## config.mk

```make
export PLATFORM = sky130hd
export DESIGN_NAME = uniform_crossover_mutation_unit_flat
export DESIGN_NICKNAME = d
export VERILOG_FILES = /design/src/rtl/ucm_pkg.sv /design/src/rtl/ucm_if.sv /design/src/rtl/ucm_csr.sv /design/src/rtl/ucm_core.sv /design/src/rtl/uniform_crossover_mutation_unit.sv /design/src/flat_wrapper.sv
export SDC_FILE = /design/constraint.sdc
export NUM_CORES = 1
export LEC_CHECK = 0
export ABC_AREA = 1
export BUFFER_PORTS_ARGS = -buffer_cell sky130_fd_sc_hd__buf_2
export CORE_AREA = 4 4 146 148
export DETAILED_ROUTE_END_ITERATION = 7
export DIE_AREA = 0 0 150 152
export PLACE_DENSITY = 0.77
export SETUP_SLACK_MARGIN = 0.1
export SLEW_MARGIN = 5
export SYNTH_ARGS = -nofsm -noshare
export SYNTH_HDL_FRONTEND = slang
export SYNTH_SLANG_ARGS = --single-unit
```

## constraint.sdc

```tcl
create_clock -name clock -period 5 [get_ports clock]
set_clock_uncertainty 0.05 [all_clocks]
set_input_delay 0.25 -clock clock [delete_from_list [all_inputs] [get_ports clock]]
set_output_delay 0.25 -clock clock [all_outputs]
set_load 0.02 [all_outputs]
```

## src/rtl/ucm_pkg.sv

```systemverilog
// ----------------------------------------------------------------------------
// ucm_pkg: shared types and constants of the crossover and mutation unit
// Holds the configuration register map, the threshold set, the result item
// layout and the saturating counter helper used by the datapath.
// ----------------------------------------------------------------------------
package ucm_pkg;

   // Longest chromosome the block is built for.
   localparam int MAX_FEATURES = 4096;

   // Field widths.
   localparam int DRAW_W  = 16;
   localparam int THR_W   = 17;
   localparam int INDEX_W = 12;
   localparam int COUNT_W = 13;

   // The counters saturate at the chromosome length, held within their width.
   localparam int COUNT_FIELD_MAX = (1 << COUNT_W) - 1;
   localparam int COUNT_CAP = (MAX_FEATURES > COUNT_FIELD_MAX) ? COUNT_FIELD_MAX
                                                                : MAX_FEATURES;

   // Configuration register map.
   localparam int CSR_INDEX_W = 4;
   localparam logic [CSR_INDEX_W-1:0] REG_CROSSOVER_THR = CSR_INDEX_W'(0);
   localparam logic [CSR_INDEX_W-1:0] REG_SWAP_THR      = CSR_INDEX_W'(1);
   localparam logic [CSR_INDEX_W-1:0] REG_MUTATE_THR    = CSR_INDEX_W'(2);
   localparam logic [CSR_INDEX_W-1:0] REG_SET_ONE_THR   = CSR_INDEX_W'(3);

   // Reset values of the thresholds (probabilities scaled by 65536).
   localparam logic [THR_W-1:0] CROSSOVER_THR_RST = THR_W'(49152);
   localparam logic [THR_W-1:0] SWAP_THR_RST      = THR_W'(32768);
   localparam logic [THR_W-1:0] MUTATE_THR_RST    = THR_W'(6554);
   localparam logic [THR_W-1:0] SET_ONE_THR_RST   = THR_W'(655);

   // Threshold set handed from the register file to the datapath.
   typedef struct packed {
      logic [THR_W-1:0] crossover;
      logic [THR_W-1:0] swap;
      logic [THR_W-1:0] mutate;
      logic [THR_W-1:0] set_one;
   } thresholds_type;

   // One result item.
   typedef struct packed {
      logic               child_a_bit;
      logic               child_b_bit;
      logic               two_children;
      logic               last_result;
      logic [COUNT_W-1:0] count_a;
      logic [COUNT_W-1:0] count_b;
      logic               force_a;
      logic               force_b;
      logic [INDEX_W-1:0] force_index_a;
      logic [INDEX_W-1:0] force_index_b;
   } result_type;

   // Adds one to a ones count when the bit is set, holding at the cap.
   function automatic logic [COUNT_W-1:0] sat_inc(input logic [COUNT_W-1:0] count,
                                                  input logic               bit_set);
      logic [COUNT_W-1:0] result;
      result = count;
      if (bit_set) begin
         result = (count >= COUNT_W'(COUNT_CAP)) ? COUNT_W'(COUNT_CAP)
                                                 : count + COUNT_W'(1);
      end
      return result;
   endfunction

endpackage

```

## src/rtl/ucm_if.sv

```systemverilog
// ----------------------------------------------------------------------------
// ucm_if: channel interfaces of the crossover and mutation unit
// Feature request channel, result channel and configuration write channel,
// each with valid/ready flow control and a source and a sink modport.
// ----------------------------------------------------------------------------

// Feature request channel: one feature of the offspring per transfer.
interface ucm_req_if;
   logic                        valid;
   logic                        ready;
   logic                        bit_a;
   logic                        bit_b;
   logic [ucm_pkg::DRAW_W-1:0]  draw_mode;
   logic [ucm_pkg::DRAW_W-1:0]  draw_main;
   logic [ucm_pkg::DRAW_W-1:0]  draw_second;
   logic [ucm_pkg::INDEX_W-1:0] fix_index_a;
   logic [ucm_pkg::INDEX_W-1:0] fix_index_b;
   logic                        first_feature;
   logic                        last_feature;

   modport source (output valid, bit_a, bit_b, draw_mode, draw_main, draw_second,
                   fix_index_a, fix_index_b, first_feature, last_feature,
                   input ready);
   modport sink   (input valid, bit_a, bit_b, draw_mode, draw_main, draw_second,
                   fix_index_a, fix_index_b, first_feature, last_feature,
                   output ready);
endinterface

// Result channel: one child feature per transfer.
interface ucm_rsp_if;
   logic                        valid;
   logic                        ready;
   logic                        child_a_bit;
   logic                        child_b_bit;
   logic                        two_children;
   logic                        last_result;
   logic [ucm_pkg::COUNT_W-1:0] count_a;
   logic [ucm_pkg::COUNT_W-1:0] count_b;
   logic                        force_a;
   logic                        force_b;
   logic [ucm_pkg::INDEX_W-1:0] force_index_a;
   logic [ucm_pkg::INDEX_W-1:0] force_index_b;

   modport source (output valid, child_a_bit, child_b_bit, two_children, last_result,
                   count_a, count_b, force_a, force_b, force_index_a, force_index_b,
                   input ready);
   modport sink   (input valid, child_a_bit, child_b_bit, two_children, last_result,
                   count_a, count_b, force_a, force_b, force_index_a, force_index_b,
                   output ready);
endinterface

// Configuration write channel.
interface ucm_csr_if;
   logic                            valid;
   logic                            ready;
   logic [ucm_pkg::CSR_INDEX_W-1:0] index;
   logic [ucm_pkg::THR_W-1:0]       data;

   modport source (output valid, index, data, input ready);
   modport sink   (input valid, index, data, output ready);
endinterface

```

## src/rtl/ucm_csr.sv

```systemverilog
// ----------------------------------------------------------------------------
// ucm_csr: threshold register file
// Takes configuration writes on every cycle and presents the four
// thresholds to the datapath. Writes to unmapped indexes are dropped.
// ----------------------------------------------------------------------------
module ucm_csr (
   input  logic                    clock,
   input  logic                    reset,
   ucm_csr_if.sink                 csr_ch,
   output ucm_pkg::thresholds_type thresholds
);

   ucm_pkg::thresholds_type thr_ff;
   ucm_pkg::thresholds_type thr_in;
   logic                    write_en;

   // The register file never stalls a write.
   assign csr_ch.ready = 1'b1;
   assign write_en     = csr_ch.valid & csr_ch.ready;

   // Decode the register index of a write transfer.
   always_comb begin
      thr_in = thr_ff;
      if (write_en) begin
         unique case (csr_ch.index)
            ucm_pkg::REG_CROSSOVER_THR: thr_in.crossover = csr_ch.data;
            ucm_pkg::REG_SWAP_THR:      thr_in.swap      = csr_ch.data;
            ucm_pkg::REG_MUTATE_THR:    thr_in.mutate    = csr_ch.data;
            ucm_pkg::REG_SET_ONE_THR:   thr_in.set_one   = csr_ch.data;
            default:                    thr_in           = thr_ff;
         endcase
      end
   end

   // Threshold registers with their default probabilities after reset.
   always_ff @(posedge clock) begin
      if (reset) begin
         thr_ff.crossover <= ucm_pkg::CROSSOVER_THR_RST;
         thr_ff.swap      <= ucm_pkg::SWAP_THR_RST;
         thr_ff.mutate    <= ucm_pkg::MUTATE_THR_RST;
         thr_ff.set_one   <= ucm_pkg::SET_ONE_THR_RST;
      end else begin
         thr_ff <= thr_in;
      end
   end

   assign thresholds = thr_ff;

endmodule

```

## src/rtl/ucm_core.sv

```systemverilog
// ----------------------------------------------------------------------------
// ucm_core: per-feature crossover and mutation datapath
// Works out one child feature from the parent bits and the random draws,
// keeps the offspring mode and the running ones counts, and repairs an
// empty child on the last feature.
// ----------------------------------------------------------------------------
module ucm_core (
   input  logic                    clock,
   input  logic                    reset,
   input  logic                    accept,
   ucm_req_if.sink                 req_ch,
   input  ucm_pkg::thresholds_type thresholds,
   output ucm_pkg::result_type     result
);

   logic                        mode_ff;
   logic                        mode_in;
   logic [ucm_pkg::COUNT_W-1:0] count_a_ff;
   logic [ucm_pkg::COUNT_W-1:0] count_a_in;
   logic [ucm_pkg::COUNT_W-1:0] count_b_ff;
   logic [ucm_pkg::COUNT_W-1:0] count_b_in;
   logic [ucm_pkg::COUNT_W-1:0] base_a;
   logic [ucm_pkg::COUNT_W-1:0] base_b;
   logic [ucm_pkg::COUNT_W-1:0] run_a;
   logic [ucm_pkg::COUNT_W-1:0] run_b;
   logic                        mode_cur;
   logic                        child_a;
   logic                        child_b;
   logic                        swap_bits;
   logic                        mutate_bit;
   logic                        set_one;
   logic                        empty_a;
   logic                        empty_b;

   // A first feature picks the mode and restarts both counts.
   assign mode_cur = req_ch.first_feature
                   ? ({1'b0, req_ch.draw_mode} < thresholds.crossover) : mode_ff;
   assign base_a   = req_ch.first_feature ? '0 : count_a_ff;
   assign base_b   = req_ch.first_feature ? '0 : count_b_ff;

   // Swap and mutate decisions of this feature.
   assign swap_bits  = (req_ch.bit_a != req_ch.bit_b)
                     & ({1'b0, req_ch.draw_main} < thresholds.swap);
   assign mutate_bit = {1'b0, req_ch.draw_main} < thresholds.mutate;
   assign set_one    = {1'b0, req_ch.draw_second} <= thresholds.set_one;

   // Child bits: uniform crossover, or random-reset mutation of the one parent.
   always_comb begin
      if (mode_cur) begin
         child_a = swap_bits ? req_ch.bit_b : req_ch.bit_a;
         child_b = swap_bits ? req_ch.bit_a : req_ch.bit_b;
      end else begin
         child_a = mutate_bit ? set_one : req_ch.bit_a;
         child_b = 1'b0;
      end
   end

   // Running ones counts; the second child exists only in crossover.
   assign run_a = ucm_pkg::sat_inc(base_a, child_a);
   assign run_b = mode_cur ? ucm_pkg::sat_inc(base_b, child_b) : '0;

   // Empty-child repair on the last feature.
   assign empty_a = req_ch.last_feature & (run_a == '0);
   assign empty_b = req_ch.last_feature & mode_cur & (run_b == '0);

   assign count_a_in = empty_a ? ucm_pkg::COUNT_W'(1) : run_a;
   assign count_b_in = empty_b ? ucm_pkg::COUNT_W'(1) : run_b;
   assign mode_in    = mode_cur;

   // Result item of this feature.
   always_comb begin
      result.child_a_bit   = child_a;
      result.child_b_bit   = child_b;
      result.two_children  = mode_cur;
      result.last_result   = req_ch.last_feature;
      result.count_a       = count_a_in;
      result.count_b       = count_b_in;
      result.force_a       = empty_a;
      result.force_b       = empty_b;
      result.force_index_a = empty_a ? req_ch.fix_index_a : '0;
      result.force_index_b = empty_b ? req_ch.fix_index_b : '0;
   end

   // Offspring state advances on every accepted feature.
   always_ff @(posedge clock) begin
      if (reset) begin
         mode_ff    <= 1'b0;
         count_a_ff <= '0;
         count_b_ff <= '0;
      end else if (accept) begin
         mode_ff    <= mode_in;
         count_a_ff <= count_a_in;
         count_b_ff <= count_b_in;
      end
   end

endmodule

```

## src/rtl/uniform_crossover_mutation_unit.sv

```systemverilog
// ----------------------------------------------------------------------------
// uniform_crossover_mutation_unit: offspring builder for feature selection
// Streams one chromosome feature per transfer and returns the child bits,
// the running ones counts and the empty-child repair of the offspring.
// ----------------------------------------------------------------------------
// Usage:
//   req_ch carries one feature per transfer: the parent bits, three 16-bit
//   uniform draws, the repair indexes and the first/last feature marks.
//   rsp_ch returns exactly one result per accepted feature, in order.
//   csr_ch writes the four 17-bit thresholds by index; it is always ready
//   and should only be written while no feature is in flight.
// Registers and throughput:
//   The datapath is combinational; a result goes to the output register, or
//   to the skid register while the output register holds a stalled result.
//   One feature can be accepted in every cycle while the skid is empty.
// Reset:
//   The thresholds return to 0.75, 0.5, 0.1 and 0.01 (scaled by 65536), the
//   mode to mutation and both counts to zero; no result is pending.
// Stalls:
//   An output register and a skid register hold up to two results, so a
//   feature is still taken in the cycle in which the receiver first stalls;
//   req_ch.ready drops only while the skid register is occupied.
// ----------------------------------------------------------------------------
module uniform_crossover_mutation_unit (
   input  logic      clock,
   input  logic      reset,
   ucm_req_if.sink   req_ch,
   ucm_rsp_if.source rsp_ch,
   ucm_csr_if.sink   csr_ch
);

   ucm_pkg::thresholds_type thresholds;
   ucm_pkg::result_type     result;
   ucm_pkg::result_type     out_data_ff;
   ucm_pkg::result_type     out_data_in;
   ucm_pkg::result_type     skid_data_ff;
   ucm_pkg::result_type     skid_data_in;
   logic                    out_valid_ff;
   logic                    out_valid_in;
   logic                    skid_valid_ff;
   logic                    skid_valid_in;
   logic                    accept;
   logic                    out_take;

   // Threshold registers.
   ucm_csr u_csr (
      .clock      (clock),
      .reset      (reset),
      .csr_ch     (csr_ch),
      .thresholds (thresholds)
   );

   // Feature datapath and offspring state.
   ucm_core u_core (
      .clock      (clock),
      .reset      (reset),
      .accept     (accept),
      .req_ch     (req_ch),
      .thresholds (thresholds),
      .result     (result)
   );

   assign req_ch.ready = ~skid_valid_ff;
   assign accept       = req_ch.valid & req_ch.ready;
   assign out_take     = out_valid_ff & rsp_ch.ready;

   // Output register with a skid stage behind it.
   always_comb begin
      out_valid_in  = out_valid_ff;
      out_data_in   = out_data_ff;
      skid_valid_in = skid_valid_ff;
      skid_data_in  = skid_data_ff;
      if (skid_valid_ff) begin
         if (out_take) begin
            out_data_in   = skid_data_ff;
            skid_valid_in = 1'b0;
         end
      end else if (accept) begin
         if (!out_valid_ff || out_take) begin
            out_valid_in = 1'b1;
            out_data_in  = result;
         end else begin
            skid_valid_in = 1'b1;
            skid_data_in  = result;
         end
      end else if (out_take) begin
         out_valid_in = 1'b0;
      end
   end

   // Valid flags are reset; the payload registers are not.
   always_ff @(posedge clock) begin
      if (reset) begin
         out_valid_ff  <= 1'b0;
         skid_valid_ff <= 1'b0;
      end else begin
         out_valid_ff  <= out_valid_in;
         skid_valid_ff <= skid_valid_in;
      end
      out_data_ff  <= out_data_in;
      skid_data_ff <= skid_data_in;
   end

   // Drive the result channel from the output register.
   assign rsp_ch.valid         = out_valid_ff;
   assign rsp_ch.child_a_bit   = out_data_ff.child_a_bit;
   assign rsp_ch.child_b_bit   = out_data_ff.child_b_bit;
   assign rsp_ch.two_children  = out_data_ff.two_children;
   assign rsp_ch.last_result   = out_data_ff.last_result;
   assign rsp_ch.count_a       = out_data_ff.count_a;
   assign rsp_ch.count_b       = out_data_ff.count_b;
   assign rsp_ch.force_a       = out_data_ff.force_a;
   assign rsp_ch.force_b       = out_data_ff.force_b;
   assign rsp_ch.force_index_a = out_data_ff.force_index_a;
   assign rsp_ch.force_index_b = out_data_ff.force_index_b;

   // The skid register is only ever filled behind a waiting result.
   a_skid_behind_out: assert property (@(posedge clock) disable iff (reset)
      skid_valid_ff |-> out_valid_ff)
      else $error("skid register holds a result with an empty output register");

   // Any accepted feature leaves a valid output register in the next cycle.
   a_accept_gives_result: assert property (@(posedge clock) disable iff (reset)
      accept |=> out_valid_ff)
      else $error("accepted feature produced no result");

   // A stalled result with a full skid stage blocks new features.
   a_full_blocks_input: assert property (@(posedge clock) disable iff (reset)
      (skid_valid_ff && !rsp_ch.ready) |=> !req_ch.ready)
      else $error("input accepted while both result registers are full");

   // Mutation has no second child.
   a_mutation_one_child: assert property (@(posedge clock) disable iff (reset)
      (rsp_ch.valid && !rsp_ch.two_children) |->
      (!rsp_ch.child_b_bit && rsp_ch.count_b == '0 && !rsp_ch.force_b))
      else $error("second child reported in mutation mode");

   // A repaired child ends the offspring with exactly one bit set.
   a_repair_on_last: assert property (@(posedge clock) disable iff (reset)
      (rsp_ch.valid && rsp_ch.force_a) |->
      (rsp_ch.last_result && rsp_ch.count_a == ucm_pkg::COUNT_W'(1)))
      else $error("empty-child repair outside the last feature");

endmodule

```

## src/flat_wrapper.sv

```systemverilog
// flat-port wrapper written by rule: the top's interface ports become plain ports
module uniform_crossover_mutation_unit_flat 
  (clock, reset, req_ch_valid, req_ch_bit_a, req_ch_bit_b, req_ch_draw_mode, req_ch_draw_main, req_ch_draw_second, req_ch_fix_index_a, req_ch_fix_index_b, req_ch_first_feature, req_ch_last_feature, req_ch_ready, rsp_ch_valid, rsp_ch_child_a_bit, rsp_ch_child_b_bit, rsp_ch_two_children, rsp_ch_last_result, rsp_ch_count_a, rsp_ch_count_b, rsp_ch_force_a, rsp_ch_force_b, rsp_ch_force_index_a, rsp_ch_force_index_b, rsp_ch_ready, csr_ch_valid, csr_ch_index, csr_ch_data, csr_ch_ready);
  ucm_req_if req_ch_i ();
  ucm_rsp_if rsp_ch_i ();
  ucm_csr_if csr_ch_i ();
  input  logic clock;
  input  logic reset;
  input wire logic [$bits(req_ch_i.valid)-1:0] req_ch_valid;
  input wire logic [$bits(req_ch_i.bit_a)-1:0] req_ch_bit_a;
  input wire logic [$bits(req_ch_i.bit_b)-1:0] req_ch_bit_b;
  input wire logic [$bits(req_ch_i.draw_mode)-1:0] req_ch_draw_mode;
  input wire logic [$bits(req_ch_i.draw_main)-1:0] req_ch_draw_main;
  input wire logic [$bits(req_ch_i.draw_second)-1:0] req_ch_draw_second;
  input wire logic [$bits(req_ch_i.fix_index_a)-1:0] req_ch_fix_index_a;
  input wire logic [$bits(req_ch_i.fix_index_b)-1:0] req_ch_fix_index_b;
  input wire logic [$bits(req_ch_i.first_feature)-1:0] req_ch_first_feature;
  input wire logic [$bits(req_ch_i.last_feature)-1:0] req_ch_last_feature;
  output wire logic [$bits(req_ch_i.ready)-1:0] req_ch_ready;
  output wire logic [$bits(rsp_ch_i.valid)-1:0] rsp_ch_valid;
  output wire logic [$bits(rsp_ch_i.child_a_bit)-1:0] rsp_ch_child_a_bit;
  output wire logic [$bits(rsp_ch_i.child_b_bit)-1:0] rsp_ch_child_b_bit;
  output wire logic [$bits(rsp_ch_i.two_children)-1:0] rsp_ch_two_children;
  output wire logic [$bits(rsp_ch_i.last_result)-1:0] rsp_ch_last_result;
  output wire logic [$bits(rsp_ch_i.count_a)-1:0] rsp_ch_count_a;
  output wire logic [$bits(rsp_ch_i.count_b)-1:0] rsp_ch_count_b;
  output wire logic [$bits(rsp_ch_i.force_a)-1:0] rsp_ch_force_a;
  output wire logic [$bits(rsp_ch_i.force_b)-1:0] rsp_ch_force_b;
  output wire logic [$bits(rsp_ch_i.force_index_a)-1:0] rsp_ch_force_index_a;
  output wire logic [$bits(rsp_ch_i.force_index_b)-1:0] rsp_ch_force_index_b;
  input wire logic [$bits(rsp_ch_i.ready)-1:0] rsp_ch_ready;
  input wire logic [$bits(csr_ch_i.valid)-1:0] csr_ch_valid;
  input wire logic [$bits(csr_ch_i.index)-1:0] csr_ch_index;
  input wire logic [$bits(csr_ch_i.data)-1:0] csr_ch_data;
  output wire logic [$bits(csr_ch_i.ready)-1:0] csr_ch_ready;
  assign req_ch_i.valid = req_ch_valid;
  assign req_ch_i.bit_a = req_ch_bit_a;
  assign req_ch_i.bit_b = req_ch_bit_b;
  assign req_ch_i.draw_mode = req_ch_draw_mode;
  assign req_ch_i.draw_main = req_ch_draw_main;
  assign req_ch_i.draw_second = req_ch_draw_second;
  assign req_ch_i.fix_index_a = req_ch_fix_index_a;
  assign req_ch_i.fix_index_b = req_ch_fix_index_b;
  assign req_ch_i.first_feature = req_ch_first_feature;
  assign req_ch_i.last_feature = req_ch_last_feature;
  assign req_ch_ready = req_ch_i.ready;
  assign rsp_ch_valid = rsp_ch_i.valid;
  assign rsp_ch_child_a_bit = rsp_ch_i.child_a_bit;
  assign rsp_ch_child_b_bit = rsp_ch_i.child_b_bit;
  assign rsp_ch_two_children = rsp_ch_i.two_children;
  assign rsp_ch_last_result = rsp_ch_i.last_result;
  assign rsp_ch_count_a = rsp_ch_i.count_a;
  assign rsp_ch_count_b = rsp_ch_i.count_b;
  assign rsp_ch_force_a = rsp_ch_i.force_a;
  assign rsp_ch_force_b = rsp_ch_i.force_b;
  assign rsp_ch_force_index_a = rsp_ch_i.force_index_a;
  assign rsp_ch_force_index_b = rsp_ch_i.force_index_b;
  assign rsp_ch_i.ready = rsp_ch_ready;
  assign csr_ch_i.valid = csr_ch_valid;
  assign csr_ch_i.index = csr_ch_index;
  assign csr_ch_i.data = csr_ch_data;
  assign csr_ch_ready = csr_ch_i.ready;
  uniform_crossover_mutation_unit u_core (.clock(clock), .reset(reset), .req_ch(req_ch_i), .rsp_ch(rsp_ch_i), .csr_ch(csr_ch_i));
endmodule
```

After elaboration in Yosys (flattened, before gate mapping):

Cells that the tools add are included.

* add/subtract/negate cells: 2
* $mul: 0
* div/mod/pow operators: 0
* magnitude comparators: 6
* eq/ne operators: 6
* shift operators: 0
* muxes and demuxes: 28
* bitwise logic cells: 8
* reduce and logical (&&, ||, !) cells: 15

Operator list (number)
* 56-bit 2-to-1 mux: 4
* 13-bit 2-to-1 mux: 9
* 16-bit by 17-bit < comparator with 1-bit output: 3
* 13-bit by 1-bit adder with 13-bit output (second input constant): 2
* 13-bit greater-or-equal comparator (second input constant): 2
* 13-bit zero test: 2
* 12-bit 2-to-1 mux: 2
* 16-bit by 17-bit <= comparator with 1-bit output: 1
* 1-bit 2-to-1 mux: 13
* 3-bit AND reduction: 3
* 4-bit by 2-bit == test with 1-bit output (second input constant): 2
* 2-bit AND reduction: 4
* 1-bit bitwise AND: 6
* 2-bit nonzero test: 3
* 4-bit by 1-bit == test with 1-bit output (second input constant): 1
* 4-bit zero test: 1
* 2-bit != test (second input constant): 2
* 1-bit inverter: 2
* 1-bit zero test: 1
* 1-bit logical OR: 1
* 1-bit != test: 1

* register bits after elaboration: 209
* bits in latches: 0
* bits in writable memories: 0
* ROM bits: 0
* input bits: 102
* output and inout port bits: 59
* logic and storage cells: 94
* memories: 0

Logic depth before layout (Yosys ltp):

* depth after elaboration: 12
* mapped depth: 24
* gate-level depth less buffers: 23

Worst setup path after synthesis:

OpenSTA, ideal clock, no wires.

* path type: register to register
* start point: reg u_core.skid_valid_ff
* end point: reg u_core.out_data_ff, in the netlist u_core.rsp_ch.child_a_bit (enable)
* library setup time: 0.470 ns
* arrival: 3.087 ns
* data required time: 4.480 ns
* setup slack: 1.393 ns
* stages on the path, launching flop included: 4
* buffers on the path: 1
* period minus slack after synthesis: 3.607 ns
* cells stage by stage: dfxtp_1 -> clkbuf_1 -> a21oi_1 -> nor2_1

* longest elaborated chain between the ends: 4
* elaborated cells between the ends (all ways): 6
* classes of those cells: eq/ne: 1; bitwise: 2; reduce/logical: 3

Ends and longest elaborated chain
* start: declaration: RTL line uniform_crossover_mutation_unit.sv:40 `logic skid_valid_ff;`
* start signal: assignment: RTL line uniform_crossover_mutation_unit.sv:98 `skid_valid_ff <= skid_valid_in;`
* 1-bit inverter (no line)
* 1-bit bitwise AND: RTL line uniform_crossover_mutation_unit.sv:64 `assign accept = req_ch.valid & req_ch.ready;`
* 2-bit nonzero test (no line)
* 3-bit AND reduction (no line) *
* end signal: assignment: RTL line uniform_crossover_mutation_unit.sv:100 `out_data_ff <= out_data_in;`
* end: declaration: RTL line uniform_crossover_mutation_unit.sv:34 `ucm_pkg::result_type out_data_ff;`

Every way passes the cells marked *; elsewhere a longest branch is shown, timed or not.
A chain may end at the register's enable or synchronous reset.

==> Implementation_results.wiki <==
{| class="wikitable"
! Metric !! Value
|-
| Root buf cell || sky130_fd_sc_hd__clkbuf_16
|-
| Synth cell types || 43
|-
| Avg WL per Cell || 14.61 um
|-
| Insertion delay to the later sink of the worst-skew pair || 510 ps
|-
| Power per Cell Area || 336.6 nW/um2
|-
| Synth area leaders || sky130_fd_sc_hd__edfxtp_1, sky130_fd_sc_hd__dfxtp_1, sky130_fd_sc_hd__nand2_1
|-
| Clock-pin slew reported for the worst setup and hold paths after clock tree synthesis || 60 ps
|-
| Combinational power share || 14.2%
|-
| Clock power frac || 40.6%
|-
| Final GP Congestion || 0.9155
|-
| Share of post-route cells with drive strength above 1 || 19.86%
|-
| Synth-to-Final Area Change || 16.35%
|-
| Final hold violations || 0
|-
| Leftover overflow at the end of global routing || 0
|-
| Area of the die || 22,800 um2
|-
| Post-layout instance area || 12,700 um2
|-
| Transition at the pin with the smallest max-transition slack || 1116 ps
|-
| Number of antenna repair diodes || 0
|-
| Largest net degree at the start of global routing || 77
|-
| Number of vias per cell || 5.118
|-
| Leading cell type by number of instances after synthesis || sky130_fd_sc_hd__nand2_1
|-
| Mapped cell area || 10,910 um2
|-
| Net Count, Synth || 1,475
|-
| Wire length of the first global-routing pass || 40,920 um
|-
| Worst ir drop on vdd || 206.4 uV
|-
| Synth Instances || 1,309
|-
| Maximum net fanout on the critical path || 19
|-
| Headroom to the max-slew limit || 25.40%
|-
| Unrepaired setup endpoints after global routing || false
|-
| Final Setup Violations || 0
|-
| Maximum buffer depth of the clock tree || 3
|-
| Final Cycle Share || 65.55%
|-
| Clock tree from TritonCTS || built
|-
| Max H-tree Level || 1
|-
| Number of nets in the layout || 1,624
|-
| Count of pins on the block boundary || 161
|-
| Routed WL || 25,490 um
|-
| Synth Warn # || 0
|-
| Standby leakage power || 5.976 nW
|-
| Leading post-synthesis cells by instance count || sky130_fd_sc_hd__nand2_1, sky130_fd_sc_hd__inv_1, sky130_fd_sc_hd__o21ai_0, sky130_fd_sc_hd__edfxtp_1, sky130_fd_sc_hd__a21oi_1
|-
| Flops & latches, synth || 209
|-
| Final-report max-slew violation count || 0
|-
| Required time of the critical path || 5330 ps
|-
| Cell internal power dissipation || 0.003151 W
|-
| Number of sinks handled by clock tree synthesis || 209
|-
| Antenna Violating Nets Remaining || 0
|-
| Delay of the slowest critical-path stage || 300 ps
|-
| Count of buffers from port buffering || 159
|-
| Top FF cell, synth || sky130_fd_sc_hd__edfxtp_1
|-
| Final Worst Setup Slack || 1722 ps
|-
| Vias post-DR || 8,931
|-
| Initial core utilization || 54.45%
|-
| Horizontal extent of the die || 150 um
|-
| Path class of the lowest-slack min-delay path || input port to flop
|-
| Total Negative Setup Slacks || 0 ps
|-
| Crit-path leading delay family || simple AND/OR/NAND/NOR gates
|-
| Worst Setup Slack post-DPL || 1738 ps
|-
| Critical path class || flop to flop
|-
| Fmax || 305.1 MHz
|-
| Dominant cell type by area after synthesis || sky130_fd_sc_hd__edfxtp_1
|-
| Dpl cell area || 11,850 um2
|-
| First DRT Iteration DRCs || 723
|-
| Category of the worst setup path launch point || flop
|-
| Critical-path cell list || inv_1, ha_1, nand2_1, inv_1, nand2_1, nand2_1, a21oi_2, nand4_2, nand2_4, nand2_2, nand2_2, nand2_1, nand2_1, nand3_2, nor2_4, nand2_4, nor2_1, nand2_1, nand2_1
|-
| Number of buffers created by CTS || 23
|-
| Worst endpoint data arrival time || 3610 ps
|-
| HPWL after DPL || 17,750 um
|-
| Site Rows || 52
|-
| Via count of the first global-routing pass || 8,406
|-
| Share of total power in sequential cells || 45.3%
|-
| Kind of end point of the critical path || flop
|-
| Outcome || completed
|-
| Number of synthesized flops with an enable pin || 112
|-
| Cts repair resizes || 0
|-
| Sw Pwr || 0.001123 W
|-
| Asr flop ratio synth || 0%
|-
| Placeable core area || 20,040 um2
|-
| Buf/Inv on CP || 2
|-
| Total GRT Usage || 21.78%
|-
| Worst path slowest cell || sky130_fd_sc_hd__dfxtp_1
|-
| Average footprint of a synthesized cell || 8.336 um2
|-
| Number of iterations in the first detailed-routing pass || 5
|-
| Max Cap Viol || 0
|-
| Height of the chip || 152 um
|-
| Area fraction of the dominant cell type after synthesis || 30.82%
|-
| Switching power as a share of total power || 26.28%
|-
| Min cycle time layout || 3278 ps
|-
| Count of unresolved DRC violations after routing || 0
|-
| Register area share after synthesis || 48.62%
|-
| Critical path's most frequent cell || sky130_fd_sc_hd__nand2_1
|-
| Initial antenna violation count || 0
|}
-- final timing paths --
kind,cells past startpoint,slack [ps],to,from
min reg2reg,2,400,u_core.u_csr.thresholds[51],u_core.u_csr.thresholds[51]
min,3,20,u_core.u_csr.thresholds[25],csr_ch_data[8]
max,19,1720,u_core.rsp_ch.force_index_a[4],u_core.u_csr.thresholds[63]
max reg2reg,19,1720,u_core.rsp_ch.force_index_a[4],u_core.u_csr.thresholds[63]
-- logic make-up after synthesis --
logic type      Yosys count  share of synthesized area [%]
simple gates            515                          21.89
buf+inv                 263                          9.747
compound gates          251                          11.89
flops                   209                          48.62
fa+ha+maj                64                          7.339
xor+xnor                  6                         0.4816
other cells               1                        0.03437
-- worst min-delay path: stages --
cell                      delay (ps)
sky130_fd_sc_hd__buf_2           150
sky130_fd_sc_hd__a21oi_1          80
sky130_fd_sc_hd__o21ai_0          60
-- routing by layer --
layer  share of wire (%)  wire [um]  global-route usage [%]
met3                 5.6       1427                   3.307
met4                 2.5        626                   5.403
met1                  43      11090                   29.13
met5                   0          0                       0
met2                  48      12350                   37.15
-- cell usage in the layout (no fill, tap or decap), types with 34 or more instances in the layout --
master	netlist	layout
sky130_fd_sc_hd__o21ai_0	117	117
sky130_fd_sc_hd__inv_1	202	201
sky130_fd_sc_hd__nor2_1	82	81
sky130_fd_sc_hd__a21oi_1	108	108
sky130_fd_sc_hd__nand2_1	301	301
sky130_fd_sc_hd__nand3_1	34	34
sky130_fd_sc_hd__ha_1	64	64
sky130_fd_sc_hd__buf_2	4	159
sky130_fd_sc_hd__dfxtp_1	97	96
sky130_fd_sc_hd__edfxtp_1	112	112
-- power by group through the flow --
| stage | registers [W] | clock network (W) | logic (W) |
|---|---|---|---|
| floorplan | 0.00202 | 0 | 0.000363 |
| global placement | 0.00197 | 0 | 0.000583 |
| detailed placement | 0.00197 | 0 | 0.000597 |
| CTS | 0.00194 | 0.00177 | 0.000605 |
| global route | 0.00194 | 0.00185 | 0.000677 |
| finish | 0.00194 | 0.00173 | 0.000605 |
-- registers in the layout (all words and copies together) (netlist names), 12 cells and up --
| signal | count |
|---|---|
| u_core.u_core.count_a_ff | 13 |
| u_core.u_csr.thresholds | 68 |
| u_core.u_core.count_b_ff | 13 |
| u_core.rsp_ch.force_index_a | 12 |
| u_core.rsp_ch.count_b | 13 |
| u_core.rsp_ch.force_index_b | 12 |
| u_core.skid_data_ff | 56 |
| u_core.rsp_ch.count_a | 13 |
-- repair_timing --
item                                    in CTS  in global routing
hold buffers                                 6                  0
endpoints found under the hold margin        8                  0
endpoints found under the setup margin       0                  0
setup buffers                                0                  0
-- per-stage QoR --
| stage | std cells | util, % | hold WS (ps) | total power, W |
|---|---|---|---|---|
| detailed placement | 1697 | 59.15 | 394.5 | 0.002569 |
| global route | 1745 | 63.36 | 14.83 | 0.004464 |
| global placement | 1697 | 59.15 | 384.9 | 0.002554 |
| finish | 1745 | 63.36 | 20.00 | 0.004274 |
| floorplan | 1309 | - | 298.9 | 0.002387 |
| CTS | 1745 | 63.36 | 2.714 | 0.004307 |
-- final cells by class --
type | count | area (um2)
Fill cell | 1728 | 7343
Sequential cell | 209 | 5306
Multi-Input combinational cell | 837 | 4551
Timing Repair Buffer | 172 | 908.4
Inverter | 215 | 810.8
Clock buffer | 29 | 631.9
Tap cell | 270 | 337.8
Clock inverter | 13 | 150.1
Power figures use the tool's default switching activity.
